<file path="src/rtl/wcc_pkg.sv">
// Shared widths, codes and control structs for the weighted concordance block.
`timescale 1ns / 1ps
`default_nettype none
package wcc_pkg;

    // default log2 of the pair count the accumulators cover
    localparam int LOG2_MAX_PAIRS_DEF = 16;

    // signed width of the finish arithmetic, sized for the widest accumulators
    localparam int BW = 136;
    // magnitude operand width of the limb multiplier
    localparam int MW = 128;
    localparam int LIMB = 32;
    localparam int LIMB_LOG = 5;
    localparam int NLIMB = MW / LIMB;
    localparam int LIMB_IDX_W = 2;
    // quotient bits before rounding to Q1.30
    localparam int QW = 31;
    localparam int QCNT_W = 5;

    localparam logic [15:0] WEIGHT_ONE = 16'd256;
    localparam logic signed [BW-1:0] BIG_WEIGHT_ONE = BW'(256);

    // configuration register indexes
    localparam logic CFG_CORRECTION = 1'b0;
    localparam logic CFG_WEIGHT     = 1'b1;

    typedef enum logic [1:0] {
        ST_OK    = 2'd0,
        ST_WZERO = 2'd1,
        ST_DZERO = 2'd2
    } t_status;

    // finish multiplications, in issue order
    typedef enum logic [3:0] {
        OP_WSAA, OP_SASA, OP_WSPP, OP_SPSP, OP_WSAP,
        OP_SASP, OP_DSQ, OP_NUMC, OP_DENC, OP_WD
    } t_mop;

    typedef struct packed {
        logic    in_load;
        logic    prod_en;
        logic    wprod_en;
        logic    acc_en;
        logic    clr_sums;
        logic    mul_start;
        t_mop    mop;
        logic    setup;
        logic    add_d;
        logic    div_start;
        logic    out_load;
        t_status status;
    } t_cmd;

    typedef struct packed {
        logic last;
        logic wzero;
        logic den_zero;
        logic mul_done;
        logic div_done;
    } t_stat;

endpackage
`default_nettype wire

</file>
<file path="src/rtl/wcc_ctrl.sv">
// Controller: sequences pair accumulation, finish steps and result handoff.
`timescale 1ns / 1ps
`default_nettype none
module wcc_ctrl
    import wcc_pkg::*;
(
    input  wire logic  i_clk,
    input  wire logic  i_rst_n,
    input  wire logic  i_correction_enable,
    input  wire logic  i_in_valid,
    output logic       o_in_ready,
    output logic       o_out_valid,
    input  wire logic  i_out_ready,
    input  wire t_stat i_stat,
    output t_cmd       o_cmd
);

    typedef enum logic [3:0] {
        S_IDLE, S_PROD, S_WPROD, S_ACC, S_CHK, S_MSTART, S_MWAIT,
        S_SETUP, S_ADDD, S_DIVCHK, S_DWAIT, S_DONE
    } t_state;

    t_state  r_state;
    t_mop    r_mop;
    t_status r_status;
    logic    r_out_valid;
    logic    out_load;

    assign out_load    = (r_state == S_DONE) && (!r_out_valid || i_out_ready);
    assign o_in_ready  = (r_state == S_IDLE);
    assign o_out_valid = r_out_valid;

    // command decode
    always_comb begin
        o_cmd.in_load   = (r_state == S_IDLE) && i_in_valid;
        o_cmd.prod_en   = (r_state == S_PROD);
        o_cmd.wprod_en  = (r_state == S_WPROD);
        o_cmd.acc_en    = (r_state == S_ACC);
        o_cmd.clr_sums  = out_load;
        o_cmd.mul_start = (r_state == S_MSTART);
        o_cmd.mop       = r_mop;
        o_cmd.setup     = (r_state == S_SETUP);
        o_cmd.add_d     = (r_state == S_ADDD);
        o_cmd.div_start = (r_state == S_DIVCHK) && !i_stat.den_zero;
        o_cmd.out_load  = out_load;
        o_cmd.status    = r_status;
    end

    // state and registered outputs
    always_ff @(posedge i_clk) begin
        if (!i_rst_n) begin
            r_state     <= S_IDLE;
            r_mop       <= OP_WSAA;
            r_status    <= ST_OK;
            r_out_valid <= 1'b0;
        end else begin
            r_out_valid <= out_load || (r_out_valid && !i_out_ready);
            unique case (r_state)
                S_IDLE:  if (i_in_valid) r_state <= S_PROD;
                S_PROD:  r_state <= S_WPROD;
                S_WPROD: r_state <= S_ACC;
                S_ACC:   r_state <= i_stat.last ? S_CHK : S_IDLE;
                S_CHK: begin
                    if (i_stat.wzero) begin
                        r_status <= ST_WZERO;
                        r_state  <= S_DONE;
                    end else begin
                        r_mop   <= OP_WSAA;
                        r_state <= S_MSTART;
                    end
                end
                S_MSTART: r_state <= S_MWAIT;
                S_MWAIT: begin
                    if (i_stat.mul_done) begin
                        r_state <= S_MSTART;
                        unique case (r_mop)
                            OP_WSAA: r_mop <= OP_SASA;
                            OP_SASA: r_mop <= OP_WSPP;
                            OP_WSPP: r_mop <= OP_SPSP;
                            OP_SPSP: r_mop <= OP_WSAP;
                            OP_WSAP: r_mop <= OP_SASP;
                            OP_SASP: r_state <= S_SETUP;
                            OP_DSQ: begin
                                if (i_correction_enable) r_mop <= OP_NUMC;
                                else r_state <= S_ADDD;
                            end
                            OP_NUMC: r_mop <= OP_DENC;
                            OP_DENC: r_mop <= OP_WD;
                            OP_WD:   r_state <= S_DIVCHK;
                            default: r_state <= S_DIVCHK;
                        endcase
                    end
                end
                S_SETUP: begin
                    r_mop   <= OP_DSQ;
                    r_state <= S_MSTART;
                end
                S_ADDD: r_state <= S_DIVCHK;
                S_DIVCHK: begin
                    if (i_stat.den_zero) begin
                        r_status <= ST_DZERO;
                        r_state  <= S_DONE;
                    end else begin
                        r_state <= S_DWAIT;
                    end
                end
                S_DWAIT: begin
                    if (i_stat.div_done) begin
                        r_status <= ST_OK;
                        r_state  <= S_DONE;
                    end
                end
                S_DONE:  if (out_load) r_state <= S_IDLE;
                default: r_state <= S_IDLE;
            endcase
        end
    end

endmodule
`default_nettype wire

</file>
<file path="config.mk">
export PLATFORM = sky130hd
export DESIGN_NAME = wcc_ctrl
export DESIGN_NICKNAME = d
export VERILOG_FILES = /design/src/rtl/wcc_pkg.sv /design/src/rtl/wcc_ctrl.sv
export SDC_FILE = /design/constraint.sdc
export NUM_CORES = 1
export LEC_CHECK = 0
export ABC_AREA = 1
export BUFFER_PORTS_ARGS = -buffer_cell sky130_fd_sc_hd__buf_2
export CAP_MARGIN = 10
export CORE_MARGIN = 1.5
export CORE_UTILIZATION = 51
export DETAILED_ROUTE_END_ITERATION = 12
export PLACE_DENSITY = 0.89
export SYNTH_ARGS = -nofsm -noshare
export SYNTH_HDL_FRONTEND = slang
export SYNTH_SLANG_ARGS = --single-unit
</file>
<file path="constraint.sdc">
create_clock -name i_clk -period 1.4 [get_ports i_clk]
set_input_delay 0 -clock i_clk [delete_from_list [all_inputs] [get_ports i_clk]]
set_output_delay 0 -clock i_clk [all_outputs]
set_load 0.005 [all_outputs]
</file>
==> qor.csv, run 1 <==
stage,metric,value,unit
cts,Clock transition at path regs,70,ps
timing,Max Clk Rate,748.4,MHz
cts,Root Driver,clkbuf_4,
cells_and_area,Reg area,237.7,um^2
global_routing,GRT Overall Usage,23.45,%
timing,Final setup viols,0,
setup_path,WP buf/inv,1,
setup_path,crit path launch type,flop,
routing,via count,1106,
timing,Slew @ Worst Pin,291.0,ps
routing,"antenna viol nets, final",0,
synth,Ys Warns,0,
cells_and_area,share of layout cells above drive strength 1,37.95,%
setup_path,Crit Path Category,reg2reg,
cts,Worst-Skew Late Latency,270,ps
power,Final Total Pwr,0.8818,mW
global_routing,initial antenna violation count,0,
job,max-cap violations,0,
synth,Mapped Cells,162,
routing,total detailed-routing wirelength,2.340,mm
routing,drt first pass iters,4,
floorplanning,Die ar.,2198,um^2
cts,CTS max path bufs,2,
global_routing,vias in the first global route,947,
cells_and_area,final instance area,1230,um^2
timing,"Slew Viols, Final",0,
cells_and_area,diode count,0,
routing,DRC,0,
power,Leak,0.7063,nW
routing,routed len/inst,10.64,um
cells_and_area,area grow syn2layout,25.22,%
setup_path,CP max stage cell,dfxtp_4,
cts,Num CTS Buffers,3,
routing,vias per cell,5.027,
floorplanning,initial core utilization,55.67,%
cells_and_area,filler cell count,149,
placed_design,DP Area,1144,um^2
synth,Netlist cell types,25,
min_path,Hold Crit Class,in2reg,
cts,clk sinks,11,
cells_and_area,multi-input logic area,636.9,um^2
setup_path,"Top cell by count, worst path",nand2_1,
placed_design,placer congestion estimate,0.8975,
global_routing,largest net degree at the start of global routing,10,
cts,H-Tree Level Count,1,
setup_path,CP Max Fanout,5,
floorplanning,Die X-Extent,46.89,um
global_routing,global-route wire length before repair,3.753,mm
setup_path,critical path's top delay family,simple AND/OR/NAND/NOR gates,
power,Max VDD drop,0.5919,mV
routing,DRT iter0 DRCs,27,
synth,mapped cell area,982.2,um^2
floorplanning,io pins,28,
floorplanning,FP Rows,15,
status,outcome,completed,
placed_design,port bufs,27,
cells_and_area,# nets final,206,
global_routing,gr ovfl total,0,
synth,post-synthesis sequential area ratio,22.42,%
timing,Layout Skew,1.799,ps
setup_path,slowest cell delay on critical path,360,ps
placed_design,hpwl dp,1.862,mm
setup_path,critical path capture point type,flop,
floorplanning,CORE AREA,1764,um^2
timing,slew margin rel.,80.58,%
timing,final hold viol count,0,
cts,CTS tree,built,
power,PD cells,716.9,nW/um^2
synth,"Avg Cell Area, Syn",6.063,um^2
setup_path,Critical Path AT,1490,ps
placed_design,Inst Count DP,213,
setup_path,Worst Path Required,1550,ps
setup_path,cell breakdown of the critical path,"inv_2, nor2_4, nand2_1, or2_2, nand3_1, nand2_1, nand2_1, a21oi_1",
synth,synthesized flop and latch total,11,
floorplanning,overall die height,46.89,um
timing,crit path time final,1336,ps
timing,final worst-path cycle share,95.45,%
cells_and_area,final cell count without fillers,220,
synth,total nets after synthesis,172,
[worst reg2reg max path, stage by stage, from the launching register on]
cell,delay [ps]
dfxtp_4,360
inv_2,60
nor2_4,140
nand2_1,90
or2_2,300
nand3_1,100
nand2_1,60
nand2_1,60
a21oi_1,50
[placed cells by master, fill, tap and decap left out]
master and n:
nand3_1 13, nor2_4 3, nand2_2 3, inv_1 22, or2_2 1, nand3b_4 1
o31ai_1 1, clkinv_2 2, nor2_1 17, a21oi_1 12, a21oi_2 1, buf_4 4
nand2_4 4, buf_2 27, clkbuf_1 1, a22oi_1 1, dfxtp_4 3, nand2_1 43
nand3b_1 1, inv_2 8, dlygate4sd3_1 1, dfxtp_1 3, nor3_1 1, o21ai_0 5
nor2_8 2, nand4_2 1, clkbuf_4 3, dfxtp_2 5, nand3_4 1, nor2_2 5
[sequential cells by signal, indices dropped and copies added (netlist names)]
register     cells
r_state          4
o_out_valid      1
r_status         2
r_mop            4
[final timing paths]
check	from	endpoint	slack, ps	depth (start not counted)
setup / recovery	r_mop[2]	r_state[2]	60	8
hold / removal	i_out_ready	o_out_valid	7	4
setup reg to reg	r_mop[2]	r_state[2]	60	8
hold reg to reg	r_status[0]	r_status[0]	460	2
[area by class of cell]
| cell class | count | area share, % |
|---|---|---|
| clock buffers | 4 | 2.136 |
| well taps | 25 | 2.543 |
| repair buffers | 32 | 14.24 |
| inverters | 32 | 9.970 |
| flip-flops and latches | 11 | 19.33 |
| multi-input cells | 116 | 51.78 |
[Yosys cell counts]
| cell type | count | area share (%) |
|---|---|---|
| nand2_1 | 43 | 16 |
| inv_1 | 23 | 8.8 |
| nor2_1 | 19 | 7.3 |
| nand3_1 | 13 | 6.6 |
| a21oi_1 | 12 | 6.1 |
| dfxtp_1 | 11 | 22 |
| inv_2 | 7 | 2.7 |
| o21ai_0 | 5 | 2.5 |
| nand2_4 | 4 | 4.6 |
| nor2_2 | 4 | 2.5 |
| nand2_2 | 3 | 1.9 |
| buf_4 | 2 | 1.5 |
| clkinv_2 | 2 | 1.0 |
| nor2_4 | 2 | 2.3 |
| nor2_8 | 2 | 4.1 |
| a21oi_2 | 1 | 0.89 |
| a22oi_1 | 1 | 0.76 |
| clkbuf_2 | 1 | 0.51 |
| nand3_2 | 1 | 1.0 |
| nand3b_1 | 1 | 0.76 |
| nand3b_4 | 1 | 2.0 |
| nand4_2 | 1 | 1.3 |
| nor3_1 | 1 | 0.51 |
| o31ai_1 | 1 | 0.76 |
| or2_2 | 1 | 0.64 |
[routing by layer]
layer,GRT usage (%),up-vias,part of all wire [%]
met2,36.71,51,47
met1,30.93,481,44
met5,0,-,0
met3,3.077,7,7.0
li1,-,567,-
met4,13.33,0,2.0
[cells by family (layout without fill, tap and decap cells)]
family / after synthesis / in the layout / synth area share (%)
and+or+nand+nor: 96 / 96 / 51.97
buffers and inverters: 35 / 68 / 14.52
AOI/OAI and AO/OA: 20 / 20 / 11.08
DFF: 11 / 11 / 22.42
[per-stage QoR]
stage / util (%) / hold slack [ps] / setup TNS (ps) / worst slack (ps)
floorplan: - / 24.42 / 0 / 137.5
global placement: 64.82 / 248.7 / 0 / 35.26
detailed placement: 64.82 / 248.8 / -1.466 / -1.466
CTS: 67.02 / 7.805 / 0 / 36.58
global route: 69.72 / 35.08 / -35.93 / -17.39
finish: 69.72 / 6.759 / 0 / 63.73
[timing repair]
| item | 4_1_cts | 5_1_grt |
|---|---|---|
| endpoints found under the hold margin | 3 | 0 |
| hold buffers | 1 | 0 |
| gates resized for setup | 2 | 14 |
| buffers inserted | 0 | 2 |
| endpoints found under the setup margin | 4 | 13 |
| pin swaps | 0 | 1 |
[power breakdown]
group	total [mW]	switching [mW]	internal [mW]
registers	0.365	0.0335	0.331
logic	0.301	0.182	0.119
clock network	0.216	0.106	0.110
(Power assumes the default switching activity.)
==> inputs of run 2 (changes only) <==
--- a/config.mk
+++ b/config.mk
@@ -9,9 +9,9 @@
 export BUFFER_PORTS_ARGS = -buffer_cell sky130_fd_sc_hd__buf_2
 export CAP_MARGIN = 10
 export CORE_MARGIN = 1.5
-export CORE_UTILIZATION = 51
+export CORE_UTILIZATION = 55
 export DETAILED_ROUTE_END_ITERATION = 12
-export PLACE_DENSITY = 0.89
+export PLACE_DENSITY = 0.94
 export SYNTH_ARGS = -nofsm -noshare
 export SYNTH_HDL_FRONTEND = slang
 export SYNTH_SLANG_ARGS = --single-unit
==> constraint.sdc (replaced) <==
create_clock -name i_clk -period 1.65 [get_ports i_clk]
set_input_delay 0 -clock i_clk [delete_from_list [all_inputs] [get_ports i_clk]]
set_output_delay 0 -clock i_clk [all_outputs]
set_load 0.05 [all_outputs]
==> qor.csv, run 2 (synthesized netlist as in run 1, its figures left out) <==
stage,metric,value,unit,change
setup_path,Critical Path AT,1490,ps,about the same
setup_path,cell breakdown of the critical path,"inv_2, nor2_2, nand2_1, nor2_2, buf_2",,
routing,DRT iter0 DRCs,34,,+26%
setup_path,critical path capture point type,output port,,
timing,Slew @ Worst Pin,300.9,ps,+9.929 ps
setup_path,crit path launch type,flop,,
cells_and_area,filler cell count,139,,-6.7%
cells_and_area,Top Registers,"r_mop x4, r_state x4, r_status x2",,
setup_path,Crit Path Category,reg2out,,
setup_path,slowest cell delay on critical path,410,ps,+50 ps
floorplanning,initial core utilization,57.51,%,+1.8 points
placed_design,port bufs,27,,unchanged
routing,drt first pass iters,4,,unchanged
timing,Final setup viols,0,,unchanged
timing,RSZ-0062 raised after global routing,false,,
cells_and_area,multi-input logic area,621.8,um^2,-2.4%
cells_and_area,# nets final,202,,-1.9%
placed_design,hpwl dp,1.971,mm,+5.9%
floorplanning,Die X-Extent,45.26,um,-3.5%
cts,Root Driver,clkbuf_4,,
floorplanning,overall die height,45.26,um,-3.5%
setup_path,CP Max Fanout,5,,unchanged
global_routing,largest net degree at the start of global routing,10,,unchanged
cells_and_area,share of layout cells above drive strength 1,32.46,%,-5.5 points
global_routing,initial antenna violation count,0,,unchanged
routing,routed len/inst,10.93,um,+2.7%
setup_path,Worst Path Required,1650,ps,+100 ps
cts,Num CTS Buffers,3,,unchanged
routing,via count,1102,,-0.36%
floorplanning,CORE AREA,1708,um^2,-3.2%
job,max-cap violations,0,,unchanged
cts,clk sinks,11,,unchanged
routing,DRC,0,,unchanged
cts,H-Tree Level Count,1,,unchanged
cts,Clock transition at path regs,70,ps,about the same
power,Leak,0.6819,nW,-3.4%
placed_design,placer congestion estimate,0.8872,,-1.1%
floorplanning,io pins,28,,unchanged
min_path,Hold Crit Class,in2reg,,
cts,CTS tree,built,,
timing,Max Clk Rate,670.2,MHz,
cells_and_area,"commonest cells after routing, fill and taps aside","nand2_1, buf_2, inv_1",,
cts,Worst-Skew Late Latency,270,ps,about the same
cts,CTS max path bufs,2,,unchanged
cells_and_area,Reg area,222.7,um^2,-6.3%
timing,crit path time final,1492,ps,
cells_and_area,area grow syn2layout,19.11,%,
global_routing,vias in the first global route,1027,,+8.4%
setup_path,CP max stage cell,dfxtp_1,,
power,PD cells,723.9,nW/um^2,+0.98%
timing,slew margin rel.,79.86,%,-0.71 points
floorplanning,Die ar.,2048,um^2,-6.8%
cts,Post-CTS Setup Inserts,0,,unchanged
timing,setup_tns,0,ps,unchanged
global_routing,GRT Overall Usage,25.68,%,+2.2 points
global_routing,gr ovfl total,0,,unchanged
floorplanning,FP Rows,15,,unchanged
routing,"antenna viol nets, final",0,,unchanged
cells_and_area,diode count,0,,unchanged
power,Final Total Pwr,0.8469,mW,-4.0%
routing,total detailed-routing wirelength,2.360,mm,+0.85%
timing,final worst-path cycle share,90.43,%,
power,Max VDD drop,0.5182,mV,-12%
setup_path,"Top cell by count, worst path",nor2_2,,
timing,Layout Skew,5.783,ps,+3.984 ps
cells_and_area,"commonest non-fill, non-tap cell in the layout",nand2_1,,
timing,"Slew Viols, Final",0,,unchanged
status,outcome,completed,,
timing,final hold viol count,0,,unchanged
global_routing,global-route wire length before repair,3.912,mm,+4.2%
routing,vias per cell,5.102,,+1.5%
run 2: changes by cell type in the layout (fill, tap and decap cells not counted), moves of 3 or more:
cell,before,now
dfxtp_1,3,9
buf_4,4,0
dfxtp_4,3,0
dfxtp_2,5,2
run 2: path summary, 6_finish.rpt:
check,from,to,slack [ps],cells past startpoint
worst min register to register,r_status[0],r_status[0],460,2
worst max-delay path,r_state[0],o_cmd[3],160,5
worst max register to register,r_mop[1],r_state[0],230,8
worst min-delay path,i_out_ready,o_out_valid,10,4
run 2: critical path: cells and delay by family (launching register included):
| family | cells | cell delay, ps |
|---|---|---|
| flip-flops | 1 | 410 |
| AND/OR/NAND/NOR | 3 | 460 |
| buffers and inverters | 2 | 360 |
run 2: what timing repair did:
action                                  in CTS  in global routing
hold buffers                                 1                  0
endpoints found under the setup margin       0                  2
resized for setup                            0                  1
endpoints found under the hold margin        3                  0
run 2: layout make-up:
type / count / area share [%]
repair buffers: 28 / 12.41
well taps: 25 / 2.674
clock buffers: 4 / 2.246
multi-input cells: 116 / 53.16
flip-flops and latches: 11 / 19.04
inverters: 32 / 10.48
run 2: per-layer routing:
layer | vias to the layer above | global-route usage (%) | share of wire, % | routed length [um]
met5 | - | 0 | 0 | 0
met1 | 496 | 29.02 | 44 | 1038
met3 | 13 | 3.600 | 4.4 | 104
met2 | 37 | 42.57 | 48 | 1138
li1 | 556 | - | - | -
met4 | 0 | 20.59 | 3.3 | 78
run 2: stage by stage:
stage	setup WS (ps)	utilization, %	area (um^2)	cells	hold WS, ps
final	157.8	68.50	1170	216	10.39
after CTS	63.15	68.42	1169	216	1.932
after global routing	25.64	68.50	1170	216	22.71
after floorplan	-3.125	-	985.9	162	98.25
after detailed placement	244.0	66.30	1132	211	259.9
after global placement	281.4	66.30	1132	211	249.8
run 2: power by group:
group,total (mW),internal [mW],switching (mW)
Clock,0.183,0.0936,0.0898
Sequential,0.307,0.281,0.0259
Combinational,0.357,0.100,0.257
==> inputs of run 3 (changes only) <==
--- a/config.mk
+++ b/config.mk
@@ -8,10 +8,12 @@
 export ABC_AREA = 1
 export BUFFER_PORTS_ARGS = -buffer_cell sky130_fd_sc_hd__buf_2
 export CAP_MARGIN = 10
+export CORE_ASPECT_RATIO = 0.9
 export CORE_MARGIN = 1.5
-export CORE_UTILIZATION = 55
+export CORE_UTILIZATION = 57
+export CTS_BUF_LIST = sky130_fd_sc_hd__clkbuf_4
 export DETAILED_ROUTE_END_ITERATION = 12
-export PLACE_DENSITY = 0.94
+export PLACE_DENSITY = 0.95
 export SYNTH_ARGS = -nofsm -noshare
 export SYNTH_HDL_FRONTEND = slang
 export SYNTH_SLANG_ARGS = --single-unit
==> qor.csv, run 3 (synthesized netlist as in run 1, its figures left out) <==
stage,metric,value,unit,change
status,outcome,completed,,
min_path,Hold Crit Class,in2reg,,
setup_path,CP max stage cell,dfxtp_2,,
placed_design,placer congestion estimate,0.9051,,+2.0%
routing,drt first pass iters,4,,unchanged
power,Gate power share,41.5,%,-0.6 points
cts,Root Driver,clkbuf_4,,
floorplanning,overall die height,42.38,um,-6.4%
timing,"Slew Viols, Final",0,,unchanged
routing,DRC,0,,unchanged
power,Sequential Power Share,35.3,%,-0.9 points
routing,total detailed-routing wirelength,2.468,mm,+4.6%
timing,final worst-path cycle share,90.23,%,-0.20 points
floorplanning,io pins,28,,unchanged
global_routing,global-route wire length before repair,4.146,mm,+6.0%
routing,DRT iter0 DRCs,38,,+12%
cells_and_area,filler cell count,134,,-3.6%
routing,"antenna viol nets, final",0,,unchanged
power,power share of the clock group,23.2,%,+1.5 points
placed_design,hpwl dp,2.004,mm,+1.6%
cts,Post-CTS Setup Inserts,0,,unchanged
job,max-cap violations,0,,unchanged
routing,vias per cell,5.214,,+2.2%
power,Pint,0.4912,mW,+3.5%
setup_path,cell breakdown of the critical path,"nand2_2, nor2_1, inv_1, a21oi_1, buf_2",,
setup_path,crit path launch type,flop,,
timing,setup_tns,0,ps,unchanged
floorplanning,Die ar.,1981,um^2,-3.3%
routing,routed len/inst,11.48,um,+5.1%
cells_and_area,Top Registers,"r_mop x4, r_state x4, r_status x2",,
setup_path,Crit Path Category,reg2out,,
min_path,Hold Path Origin,i_out_ready,,
setup_path,critical path's top delay family,flip-flops,,
cells_and_area,"commonest cells after routing, fill and taps aside","nand2_1, buf_2, inv_1",,
cts,CTS max path bufs,2,,unchanged
power,PD cells,738.5,nW/um^2,+2.0%
timing,Slew @ Worst Pin,308.4,ps,+7.437 ps
setup_path,slowest cell delay on critical path,420,ps,about the same
floorplanning,initial core utilization,59.65,%,+2.1 points
placed_design,Inst Count DP,210,,-0.47%
cells_and_area,share of layout cells above drive strength 1,32.98,%,+0.52 points
global_routing,gr ovfl total,0,,unchanged
timing,slew margin rel.,79.41,%,-0.45 points
timing,Final setup viols,0,,unchanged
global_routing,vias in the first global route,1018,,-0.88%
global_routing,GRT Overall Usage,28.51,%,+2.8 points
global_routing,initial antenna violation count,0,,unchanged
power,Switching Share,43.27,%,-0.70 points
setup_path,Worst Path Required,1650,ps,about the same
cells_and_area,# nets final,202,,unchanged
timing,Max Clk Rate,671.7,MHz,+0.22%
cts,Num CTS Buffers,3,,unchanged
cells_and_area,"commonest non-fill, non-tap cell in the layout",nand2_1,,
power,Max VDD drop,0.6214,mV,+20%
global_routing,largest net degree at the start of global routing,10,,unchanged
cells_and_area,area grow syn2layout,19.36,%,
cts,H-Tree Level Count,1,,unchanged
timing,RSZ-0062 raised after global routing,false,,
setup_path,CP Launch Point,r_state[1],,
setup_path,CP Max Fanout,6,,+1
cts,Clock transition at path regs,70,ps,about the same
setup_path,critical path capture point type,output port,,
setup_path,Critical Path AT,1490,ps,about the same
power,Leak,0.6853,nW,+0.50%
setup_path,WP buf/inv,2,,unchanged
floorplanning,Die X-Extent,46.76,um,+3.3%
cts,CTS tree,built,,
cells_and_area,diode count,0,,unchanged
cts,Worst-Skew Late Latency,270,ps,about the same
timing,Layout Skew,1.795,ps,-3.988 ps
routing,via count,1121,,+1.7%
cells_and_area,final cell count without fillers,215,,-0.46%
setup_path,RR Startpoint,r_mop[1],,
floorplanning,CORE AREA,1647,um^2,-3.6%
timing,final hold viol count,0,,unchanged
floorplanning,FP Rows,14,,-1
timing,crit path time final,1489,ps,-3.328 ps
cts,clk sinks,11,,unchanged
power,switching power,0.3746,mW,+0.61%
placed_design,port bufs,27,,unchanged
==> run 3: cell counts in the layout (fill, tap and decap cells not counted) <==
No cell type changed its count.
==> run 3: final cells by class <==
class	instances	area (um^2)	area share, %
well taps	24	30.03	2.561
clock buffers	4	30.03	2.561
inverters	32	122.6	10.46
flip-flops and latches	11	222.7	19.00
repair buffers	28	145.1	12.38
multi-input cells	116	621.8	53.04
==> run 3: power groups by stage <==
stage	sequential, mW	combinational (mW)	clock [mW]
finish	0.306	0.359	0.201
global route	0.309	0.391	0.212
CTS	0.305	0.356	0.203
detailed placement	0.311	0.353	0
global placement	0.309	0.342	0
floorplan	0.313	0.274	0
==> run 3: stage by stage <==
stage | setup WS, ps | util [%] | hold WS [ps] | total power [mW] | cell area, um^2
after floorplan | -3.125 | - | 98.25 | 0.5866 | 985.9
after global placement | 300.4 | 68.69 | 252.3 | 0.6509 | 1131
after detailed placement | 249.6 | 68.69 | 250.0 | 0.6644 | 1131
after CTS | 64.43 | 71.12 | 6.882 | 0.8645 | 1171
after global routing | 74.54 | 71.20 | 23.52 | 0.9115 | 1172
final | 161.2 | 71.20 | 5.561 | 0.8658 | 1172
==> run 3: worst paths after layout <==
check                 to  slack (ps)  cells after the start
max             o_cmd[2]         160                      5
min          o_out_valid           6                      4
max reg2reg   r_state[2]         210                      8
min reg2reg  r_status[0]         480                      2
==> run 3: repair_timing <==
action | 4_1_cts | 5_1_grt
hold buffers | 1 | 0
hold endpoints to repair | 3 | 0
resized for setup | 0 | 1
endpoints found under the setup margin | 0 | 2
==> run 3: per-layer routing <==
metal	routed length, um	global-route usage (%)	up-vias
met5	0	0	-
met4	80	12.22	0
met3	167	1.724	11
met2	1205	47.78	55
met1	1015	36.73	493
li1	-	-	562
==> run 3: tightest hold or removal path, stage by stage <==
cell and delay (ps):
buf_2 80, inv_1 50, nand2_1 50, a21oi_1 50
